<file path="src/hw/rtl/cbre_pkg.sv">
// ----------------------------------------------------------------------------
// cbre_pkg
// Item types and action codes shared by the bitmap range engine.
// ----------------------------------------------------------------------------
package cbre_pkg;

  localparam logic [2:0] ACT_FLUSH = 3'd0;
  localparam logic [2:0] ACT_RANGE = 3'd1;
  localparam logic [2:0] ACT_RDB   = 3'd2;
  localparam logic [2:0] ACT_SETB  = 3'd3;
  localparam logic [2:0] ACT_CLRB  = 3'd4;
  localparam logic [2:0] ACT_RDW   = 3'd5;
  localparam logic [2:0] ACT_CLRW  = 3'd6;

  localparam logic [4:0] SIZE_MIN   = 5'd5;
  localparam logic [4:0] SIZE_RESET = 5'd16;

  typedef struct packed {
    logic [2:0]  action;
    logic [15:0] first_bit;
    logic [15:0] last_bit;
    logic        fill_value;
    logic [15:0] bit_index;
  } req_t;

  typedef struct packed {
    logic        bit_value;
    logic [31:0] block_word;
  } rsp_t;

endpackage

</file>
<file path="src/hw/rtl/cbre_regs.sv">
// ----------------------------------------------------------------------------
// cbre_regs
// APB register file holding the map size setting.
// ----------------------------------------------------------------------------
module cbre_regs (
  input  logic        clk,
  input  logic        rst,
  input  logic        psel,
  input  logic        penable,
  input  logic        pwrite,
  input  logic [2:0]  paddr,
  input  logic [31:0] pwdata,
  output logic [31:0] prdata,
  output logic        pready,
  output logic [4:0]  size_log2
);
  import cbre_pkg::*;

  logic reg_hit;

  assign pready  = 1'b1;
  assign reg_hit = (paddr[2] == 1'b0);
  assign prdata  = reg_hit ? {27'd0, size_log2} : 32'd0;

  always_ff @(posedge clk) begin
    if (rst) begin
      size_log2 <= SIZE_RESET;
    end else if (psel && penable && pwrite && pready && reg_hit) begin
      size_log2 <= pwdata[4:0];
    end
  end

endmodule

</file>
<file path="config.mk">
export PLATFORM = sky130hd
export DESIGN_NAME = cbre_regs
export DESIGN_NICKNAME = d
export VERILOG_FILES = /design/src/hw/rtl/cbre_pkg.sv /design/src/hw/rtl/cbre_regs.sv
export SDC_FILE = /design/constraint.sdc
export NUM_CORES = 1
export LEC_CHECK = 0
export BUFFER_PORTS_ARGS = -buffer_cell sky130_fd_sc_hd__clkbuf_2
export CAP_MARGIN = 20
export CORE_AREA = 2 2 52 42
export CTS_CLUSTER_SIZE = 12
export DETAILED_ROUTE_END_ITERATION = 12
export DIE_AREA = 0 0 54 44
export MAX_ROUTING_LAYER = met4
export PLACE_DENSITY = 0.86
export SLEW_MARGIN = 25
export SYNTH_ARGS = -nofsm -noshare
export SYNTH_HDL_FRONTEND = slang
export SYNTH_SLANG_ARGS = --single-unit
export TNS_END_PERCENT = 30
</file>
<file path="constraint.sdc">
create_clock -name clk -period 0.8 [get_ports clk]
set_input_delay 0.04 -clock clk [delete_from_list [all_inputs] [get_ports clk]]
set_output_delay 0.04 -clock clk [all_outputs]
set_load 0.1 [all_outputs]
</file>
==> impl_metrics.py, run 1 <==
metrics = {
    "global_route": {
        "globalRoute.totalOverflow": 0,
        "grt_max_degree": 11,
        "grt.total_usage_pct": 8.979,
        "grt_pass1_wl_mm": 1.373,
        "antenna_found_initial": 0,
        "grt_pass1_vias": 315,
    },
    "detailed_routing": {
        "drt_first_pass_iters": 3,
        "wirelength_um": 886,
        "ant_nets": 0,
        "dr_total_vias": 355,
        "wire_per_inst_um": 8.280,
        "drt_iter0_markers": 1,
        "route.detailed.drc": 0,
        "vias_per_cell": 3.318,
    },
    "outcome": {
        "failed_checks": "setup timing",
        "status": "finished, violations left",
    },
    "final_layout": {
        "syn2layout_area_growth_pct": 52.15,
        "final_common_cell": "conb_1",
        "stdcell_area_sq_um": 752.0,
        "nFillCells": 191,
        "largestRegisters": "size_log2: 5 flops",
        "top_register": "size_log2",
        "layout_common_cells": "conb_1 (28), clkbuf_2 (10), buf_12 (10)",
        "largest_reg_flops": 5,
        "drive_gt1_share_pct": 46.99,
        "finalNonFillerCells": 107,
        "antenna_cells": 0,
        "nNetsFinal": 124,
    },
    "setup_path": {
        "crit_family": "flip-flops",
        "critPathKind": "reg2out",
        "crit_cells": 2,
        "path_cells": "and2b_4, buf_12",
        "cpPeakStageDelay_ns": 0.36,
        "slowest_stage": "dfxtp_4",
        "cp_max_fo": 3,
        "cp.buffers_inverters": 1,
        "cp.required_ns": 0.76,
        "r2r_cells": 3,
        "endpoint_kind": "primary output",
        "cp-start-kind": "flip-flop",
        "r2r_end": "size_log2[0]$_SDFFE_PP0P_",
        "cp-startpoint": "size_log2[4]$_SDFFE_PP1P_",
        "r2r-start": "size_log2[0]$_SDFFE_PP0P_",
        "crit_end": "prdata[4]",
        "arrival_ns": 0.93,
        "r2r_slack_ns": 0.10,
    },
    "floorplanning": {
        "fp.dieArea_sq_um": 2376,
        "die_w_um": 54,
        "rows": 14,
        "core_region_area_sq_um": 1892,
        "die_y_um": 44,
        "io_pins": 78,
        "initial_core_util_pct": 26.12,
    },
    "yosys": {
        "synth_cell_types": 10,
        "synthCells": 58,
        "ys_warn_count": 0,
        "netlist_area_sq_um": 494.2,
        "yosysSeqAreaShare_pct": 20.25,
        "ys_ff_latch": 5,
        "synth.avg_cell_area_sq_um": 8.521,
    },
    "timing": {
        "finalCritPeriodShare_pct": 121.8,
        "finalMaxSlewViolations": 0,
        "fin_ws_ns": -0.1745,
        "rsz0062_at_grt": "true",
        "finClkSkew_ns": 0,
        "hold_slack_ns": 0.02820,
        "period_needed_ns": 0.9745,
        "timing.fmax_mhz": 1026,
        "hold_viol": 0,
        "finalSetupViolations": 10,
    },
    "clocking": {
        "cts_sinks": 5,
        "cts_buffer_depth": 2,
        "htree_num_levels": 1,
        "cts_root_buf": "clkbuf_4",
        "cts.clk_slew.worst_paths_ns": 0.05,
        "cts_tree": "yes",
        "clk_latency_ns": 0.24,
        "numCtsBuffers": 3,
    },
    "power": {
        "vdd_ir_drop_max_mv": 0.7849,
        "cellPowerDensity_nw_per_um2": 1751,
        "p_leak_uw": 0.0003649,
    },
    "flow_run": {
        "max_cap_violations": 0,
    },
    "place": {
        "dp_hpwl_um": 754.2,
        "dpl_cell_area_sq_um": 679.4,
        "gp_congestion": 0.6725,
        "dpl.cell_count": 99,
        "port_buffers": 20,
    },
    "min_path": {
        "hold_class": "in2reg",
    },
}
## what timing repair did
action	in CTS	in global routing
buffers inserted	2	2
setup endpoints to repair	10	10
hold buffers	0	0
resized for setup	2	2
## stage by stage
stage                     setup TNS (ns)  util (%)  total power, uW  setup slack [ns]
final                             -1.153     39.75             1317           -0.1745
after detailed placement         -0.3928     35.91             1023           -0.1005
after CTS                         -1.179     38.56             1329           -0.1908
after global placement           -0.2322     35.91             1020          -0.04965
after global routing              -1.431     39.75             1364           -0.2059
after floorplan                  -0.8717         -             1048           -0.1743
## where the power goes
group	switching, uW	internal [uW]	total [uW]
Clock	107	181	288
Combinational	687	95.1	782
Sequential	4.72	242	247
Total	799	519	1320
## synthesized netlist by cell type
cell | instances | area (sq um)
dfxtp_1 | 5 | 100.1
buf_1 | 1 | 3.750
conb_1 | 2 | 7.510
and2b_2 | 5 | 43.79
nor2_1 | 2 | 7.510
and4b_1 | 1 | 10.01
buf_4 | 28 | 210.2
buf_6 | 1 | 11.26
mux2i_1 | 5 | 50.05
nand2b_1 | 8 | 50.05
## kinds of logic (layout without fill, tap and decap cells)
| logic type | Yosys count | count (layout) | synth area share [%] |
|---|---|---|---|
| and+or+nand+nor | 16 | 16 | 22.53 |
| buffers and inverters | 30 | 29 | 45.57 |
| muxes | 5 | 5 | 10.13 |
| other | 2 | 28 | 1.520 |
| DFF | 5 | 5 | 20.25 |
## metal layers
layer,share of wire (%),vias up,track usage [%]
met5,0,-,-
met4,2.1,0,7.500
met3,9.0,2,3.448
met2,57,22,14.15
met1,32,160,8.524
li1,-,171,-
## worst min-delay path by stage
stage                          from                         to  slack (ns)  cells past startpoint
after floorplan           pwdata[0]  size_log2[0]$_SDFFE_PP0P_        0.18                      2
after global placement    pwdata[0]  size_log2[0]$_SDFFE_PP0P_        0.28                      3
after detailed placement  pwdata[3]  size_log2[3]$_SDFFE_PP0P_        0.28                      3
after CTS                 pwdata[2]  size_log2[2]$_SDFFE_PP0P_        0.02                      3
after global routing      pwdata[2]  size_log2[2]$_SDFFE_PP0P_        0.04                      3
final                     pwdata[2]  size_log2[2]$_SDFFE_PP0P_        0.03                      3
## cell type report
| type | count | area [sq um] | share of cell area [%] |
|---|---|---|---|
| clock buffers | 3 | 22.52 | 2.995 |
| clock inverters | 1 | 5.005 | 0.6656 |
| multi-input cells | 49 | 272.8 | 36.27 |
| flip-flops and latches | 5 | 118.9 | 15.81 |
| well taps | 24 | 30.03 | 3.993 |
| repair buffers | 25 | 302.8 | 40.27 |
## tightest hold or removal path, stage by stage
cell      delay [ns]
clkbuf_2        0.08
nand2b_1        0.05
mux2i_1         0.06
(Power assumes the default switching activity.)
==> run 2, diff against run 1 <==
Settings changed: BUFFER_PORTS_ARGS -buffer_cell sky130_fd_sc_hd__clkbuf_2 to -buffer_cell sky130_fd_sc_hd__buf_2, PLACE_DENSITY 0.86 to 0.76.
==> impl_metrics.py, run 2 (synthesis results as in run 1) <==
metrics = {
    "setup_path": {
        "cp.required_ns": 0.76,
        "cp.buffers_inverters": 1,
        "cp_max_fo": 2,
        "critPathKind": "reg2out",
        "slowest_stage": "dfxtp_4",
        "endpoint_kind": "primary output",
        "cp-start-kind": "flip-flop",
        "path_cells": "and2b_4, buf_12",
        "crit_family": "flip-flops",
        "arrival_ns": 0.90,
        "cpPeakStageDelay_ns": 0.34,
    },
    "detailed_routing": {
        "route.detailed.drc": 0,
        "drt_first_pass_iters": 2,
        "vias_per_cell": 3.440,
        "dr_total_vias": 375,
        "ant_nets": 0,
        "wire_per_inst_um": 8.486,
        "drt_iter0_markers": 1,
        "wirelength_um": 925,
    },
    "outcome": {
        "status": "finished, violations left",
        "failed_checks": "setup timing",
    },
    "power": {
        "vdd_ir_drop_max_mv": 0.7212,
        "cellPowerDensity_nw_per_um2": 1737,
        "power.total_uw": 1324,
        "p_leak_uw": 0.0003698,
    },
    "min_path": {
        "hold_class": "in2reg",
    },
    "final_layout": {
        "nFillCells": 194,
        "finalNonFillerCells": 109,
        "largest_reg_flops": 5,
        "drive_gt1_share_pct": 47.06,
        "final_common_cell": "conb_1",
        "area.sequential_sq_um": 118.9,
        "nNetsFinal": 126,
        "multiInputGateArea_sq_um": 272.8,
        "antenna_cells": 0,
        "layout_common_cells": "conb_1 (28), buf_2 (10), buf_12 (10)",
        "top_register": "size_log2",
        "syn2layout_area_growth_pct": 54.18,
        "fin_util_pct": 40.28,
        "largestRegisters": "size_log2: 5 flops",
    },
    "global_route": {
        "antenna_found_initial": 0,
        "globalRoute.totalOverflow": 0,
        "grt_pass1_wl_mm": 1.228,
        "grt_pass1_vias": 301,
        "grt_max_degree": 11,
        "grt.total_usage_pct": 8.122,
    },
    "clocking": {
        "htree_num_levels": 1,
        "cts_tree": "yes",
        "cts.clk_slew.worst_paths_ns": 0.04,
        "cts_sinks": 5,
        "cts_root_buf": "clkbuf_4",
        "numCtsBuffers": 3,
        "cts_buffer_depth": 2,
        "clk_latency_ns": 0.24,
    },
    "place": {
        "dp_hpwl_um": 743.6,
        "gp_congestion": 0.5984,
        "dpl_worst_slack_ns": -0.03565,
        "dpl.cell_count": 100,
        "port_buffers": 20,
    },
    "floorplanning": {
        "core_region_area_sq_um": 1892,
        "die_w_um": 54,
        "rows": 14,
        "io_pins": 78,
        "fp.dieArea_sq_um": 2376,
        "initial_core_util_pct": 26.12,
        "die_y_um": 44,
    },
    "timing": {
        "hold_viol": 0,
        "rsz0062_at_grt": "true",
        "period_needed_ns": 0.9445,
        "finalSetupViolations": 10,
        "finClkSkew_ns": 0,
        "hold_slack_ns": 0.04365,
        "fin_ws_ns": -0.1445,
        "finalCritPeriodShare_pct": 118.1,
        "finalMaxSlewViolations": 0,
        "timing.fmax_mhz": 1059,
    },
    "flow_run": {
        "max_cap_violations": 0,
    },
}
[run 2: cell count changes in the layout (fill, tap and decap cells not counted), sizes merged]
cell / before / now
clkinv: 1 / 0
clkbuf: 13 / 4
buf: 15 / 27
[run 2: metrics by stage]
step / area (sq um) / setup TNS (ns)
after global placement: 686.9 / -0.02501
after CTS: 750.7 / -1.309
after floorplan: 616.8 / -0.8717
final: 762.0 / -1.177
after global routing: 762.0 / -1.497
after detailed placement: 686.9 / -0.07360
[run 2: layout make-up]
class	count	share of cell area, %
timing repair buffer	27	41.22
multi-input combinational	49	35.80
sequential	5	15.60
tap	24	3.941
clock buffer	4	3.448
[run 2: worst min-delay path, stage by stage]
cell and delay, ns:
buf_2 0.10, nand2b_1 0.05, mux2i_1 0.05
[run 2: power breakdown]
| part | internal, uW | switching, uW |
|---|---|---|
| Clock | 188 | 102 |
| Combinational | 97.3 | 690 |
| Sequential | 243 | 3.19 |
| Total | 529 | 795 |
[run 2: worst paths after layout]
path	from	endpoint	slack, ns	depth (start not counted)
min reg2reg	size_log2[0]$_SDFFE_PP0P_	size_log2[0]$_SDFFE_PP0P_	0.60	3
max reg2reg	size_log2[4]$_SDFFE_PP1P_	size_log2[4]$_SDFFE_PP1P_	0.07	3
min	pwdata[0]	size_log2[0]$_SDFFE_PP0P_	0.04	3
max	size_log2[4]$_SDFFE_PP1P_	prdata[4]	-0.14	2
[run 2: routing by layer]
metal | routed length (um) | GRT usage, % | part of all wire, %
met1 | 293 | 6.263 | 32
met2 | 520 | 14.15 | 56
met3 | 98 | 5.172 | 11
met4 | 12 | 4.500 | 1.3
met5 | 0 | - | 0
[run 2: timing repair]
action,in CTS,in global routing
endpoints found under the setup margin,10,10
gates resized for setup,0,3
hold buffers,0,0
buffers inserted,5,0
==> run 3, diff against run 2 <==
Settings changed: ABC_AREA set to 1, CORE_AREA 2 2 52 42 to 2 2 45 47, CTS_BUF_LIST set to sky130_fd_sc_hd__clkbuf_4, DIE_AREA 0 0 54 44 to 0 0 47 49, PLACE_DENSITY 0.76 to 0.78.
==> impl_metrics.py, run 3 <==
metrics = {
    "yosys": {
        "ys_ff_latch": 5,
        "netlist_area_sq_um": 491.7,
        "synth_common_cells": "buf_4 (28), nor2_1 (13), inv_1 (12), nand2_1 (6)",
        "synth_ff_type": "dfxtp_1",
        "yosysTopAreaCell": "buf_4",
        "ys_async_sr_fraction_pct": 0,
        "synth_cell_types": 12,
        "yosysMostFrequentCell": "buf_4",
        "ys_warn_count": 0,
        "synth_area_leaders": "buf_4 (43%), dfxtp_1 (20%), nor2_1 (9.9%)",
        "synth.avg_cell_area_sq_um": 6.470,
        "synthCells": 76,
        "netlist.area_leader.share_pct": 42.75,
        "synth_edf_count": 0,
        "yosysSeqAreaShare_pct": 20.36,
    },
    "setup_path": {
        "path_cells": "inv_2, nor2_4, buf_12",
        "critPathKind": "reg2out",
        "slowest_stage": "dfxtp_4",
        "crit_cells": 3,
        "endpoint_kind": "primary output",
        "arrival_ns": 0.91,
        "cp-start-kind": "flip-flop",
        "cp_max_fo": 2,
        "cp.buffers_inverters": 2,
        "cp.required_ns": 0.76,
        "r2r_cells": 3,
        "crit_family": "flip-flops",
        "cpPeakStageDelay_ns": 0.35,
    },
    "detailed_routing": {
        "vias_per_cell": 3.366,
        "dr_wl_met2_um": 479,
        "dr_total_vias": 441,
        "wire_per_inst_um": 7.000,
        "drt_iter0_markers": 6,
        "top_layer_used": "met4",
        "route.detailed.drc": 0,
        "ant_nets": 0,
        "drt_first_pass_iters": 4,
        "wl_met3_um": 98,
        "wirelength_um": 917,
        "drt-met1-wl_um": 306,
    },
    "global_route": {
        "grt_max_degree": 6,
        "grt_pass1_vias": 350,
        "grt.total_usage_pct": 8.406,
        "globalRoute.totalOverflow": 0,
        "antenna_found_initial": 0,
        "grt_pass1_wl_mm": 1.324,
    },
    "min_path": {
        "hold_class": "in2reg",
        "holdPathStages": 3,
    },
    "clocking": {
        "cts_root_buf": "clkbuf_4",
        "numCtsBuffers": 3,
        "cts_buffer_depth": 2,
        "cts.clk_slew.worst_paths_ns": 0.05,
        "cts_sinks": 5,
        "htree_num_levels": 1,
        "cts_tree": "yes",
        "clk_latency_ns": 0.25,
    },
    "final_layout": {
        "layout_common_cells": "conb_1 (28), buf_2 (10), buf_12 (10)",
        "multiInputGateArea_sq_um": 267.8,
        "largestRegisters": "size_log2: 5 flops",
        "largest_reg_flops": 5,
        "syn2layout_area_growth_pct": 64.63,
        "fin_util_pct": 43.95,
        "final_common_cell": "conb_1",
        "nNetsFinal": 145,
        "top_register": "size_log2",
        "drive_gt1_share_pct": 47.12,
        "area.sequential_sq_um": 118.9,
        "antenna_cells": 0,
        "nFillCells": 207,
    },
    "power": {
        "cellPowerDensity_nw_per_um2": 1834,
        "p_leak_uw": 0.0004172,
        "vdd_ir_drop_max_mv": 0.9266,
    },
    "timing": {
        "hold_viol": 0,
        "finalSetupViolations": 10,
        "finalCritPeriodShare_pct": 118.2,
        "fin_ws_ns": -0.1458,
        "finClkSkew_ns": 0,
        "tns_ns": -1.262,
        "rsz0062_at_grt": "true",
        "timing.fmax_mhz": 1057,
        "finalMaxSlewViolations": 0,
        "period_needed_ns": 0.9458,
    },
    "floorplanning": {
        "die_y_um": 49,
        "io_pins": 78,
        "core_region_area_sq_um": 1842,
        "initial_core_util_pct": 26.70,
        "die_w_um": 47,
        "rows": 16,
        "fp.dieArea_sq_um": 2303,
    },
    "place": {
        "dp_hpwl_um": 773.8,
        "gp_congestion": 0.8028,
        "dpl_worst_slack_ns": 0.06582,
        "port_buffers": 20,
    },
    "outcome": {
        "failed_checks": "setup timing",
        "status": "finished, violations left",
    },
    "flow_run": {
        "max_cap_violations": 0,
    },
}
[run 3: cell count changes in the layout (fill, tap and decap cells not counted), sizes merged]
| cell | before | now |
|---|---|---|
| nand3 | 0 | 5 |
| nor2 | 2 | 15 |
| and4b | 1 | 0 |
| and2b | 5 | 0 |
| buf | 27 | 26 |
| o21ai | 0 | 1 |
| inv | 0 | 13 |
| nand2 | 0 | 7 |
| mux2i | 5 | 0 |
| nand2b | 8 | 0 |
[run 3: worst min-delay path: stages]
cell and delay (ns):
buf_2 0.07, nand2_1 0.04, nand3_1 0.07
[run 3: path summary, 6_finish.rpt]
path / end / start / slack (ns)
worst max register to register: size_log2[0]$_SDFFE_PP0P_ / size_log2[0]$_SDFFE_PP0P_ / 0.08
worst max-delay path: prdata[2] / size_log2[2]$_SDFFE_PP0P_ / -0.15
worst min-delay path: size_log2[4]$_SDFFE_PP1P_ / pwdata[4] / 0.004
worst min register to register: size_log2[4]$_SDFFE_PP1P_ / size_log2[4]$_SDFFE_PP1P_ / 0.52
[run 3: logic make-up (layout without fill, tap and decap cells)]
group                  after synthesis  count (layout)  synth area share (%)
buffers and inverters               41              43                 52.67
and+or+nand+nor                     27              27                 24.43
other                                2              28                 1.527
AOI/OAI and AO/OA                    1               1                 1.017
DFF                                  5               5                 20.36
[run 3: power by group]
group          switching (uW)  internal, uW  leakage (uW)
sequential               7.33           248     0.0000437
combinational             764           118      0.000355
clock                     123           224     0.0000184
total                     894           590      0.000417
[run 3: repair_timing]
action | CTS | global route
setup endpoints to repair | 10 | 10
pin swaps | 5 | 0
buffers inserted | 4 | 1
hold buffers | 0 | 0
resized for setup | 4 | 0
[run 3: final cells by class]
type	count	area share, %
repair buffers	26	38.33
multi-input cells	56	33.08
flip-flops and latches	5	14.68
inverters	13	6.028
well taps	27	4.173
clock buffers	4	3.709
[run 3: routing by layer]
metal	GRT usage, %	up-vias
met1	8.108	184
met2	13.24	33
met5	-	-
met4	6.944	0
met3	2.222	5
li1	-	219
[run 3: metrics by stage]
step           std cells  hold slack, ns  instance area, sq um  power [uW]
6_report             131        0.003778                 809.5        1484
5_1_grt              131         0.03642                 809.5        1514
4_1_cts              130        0.008280                 802.0        1475
3_5_place_dp         122          0.2651                 726.9        1125
3_3_place_gp         122          0.2536                 726.9        1121
2_1_floorplan        102          0.1655                 645.6        1109
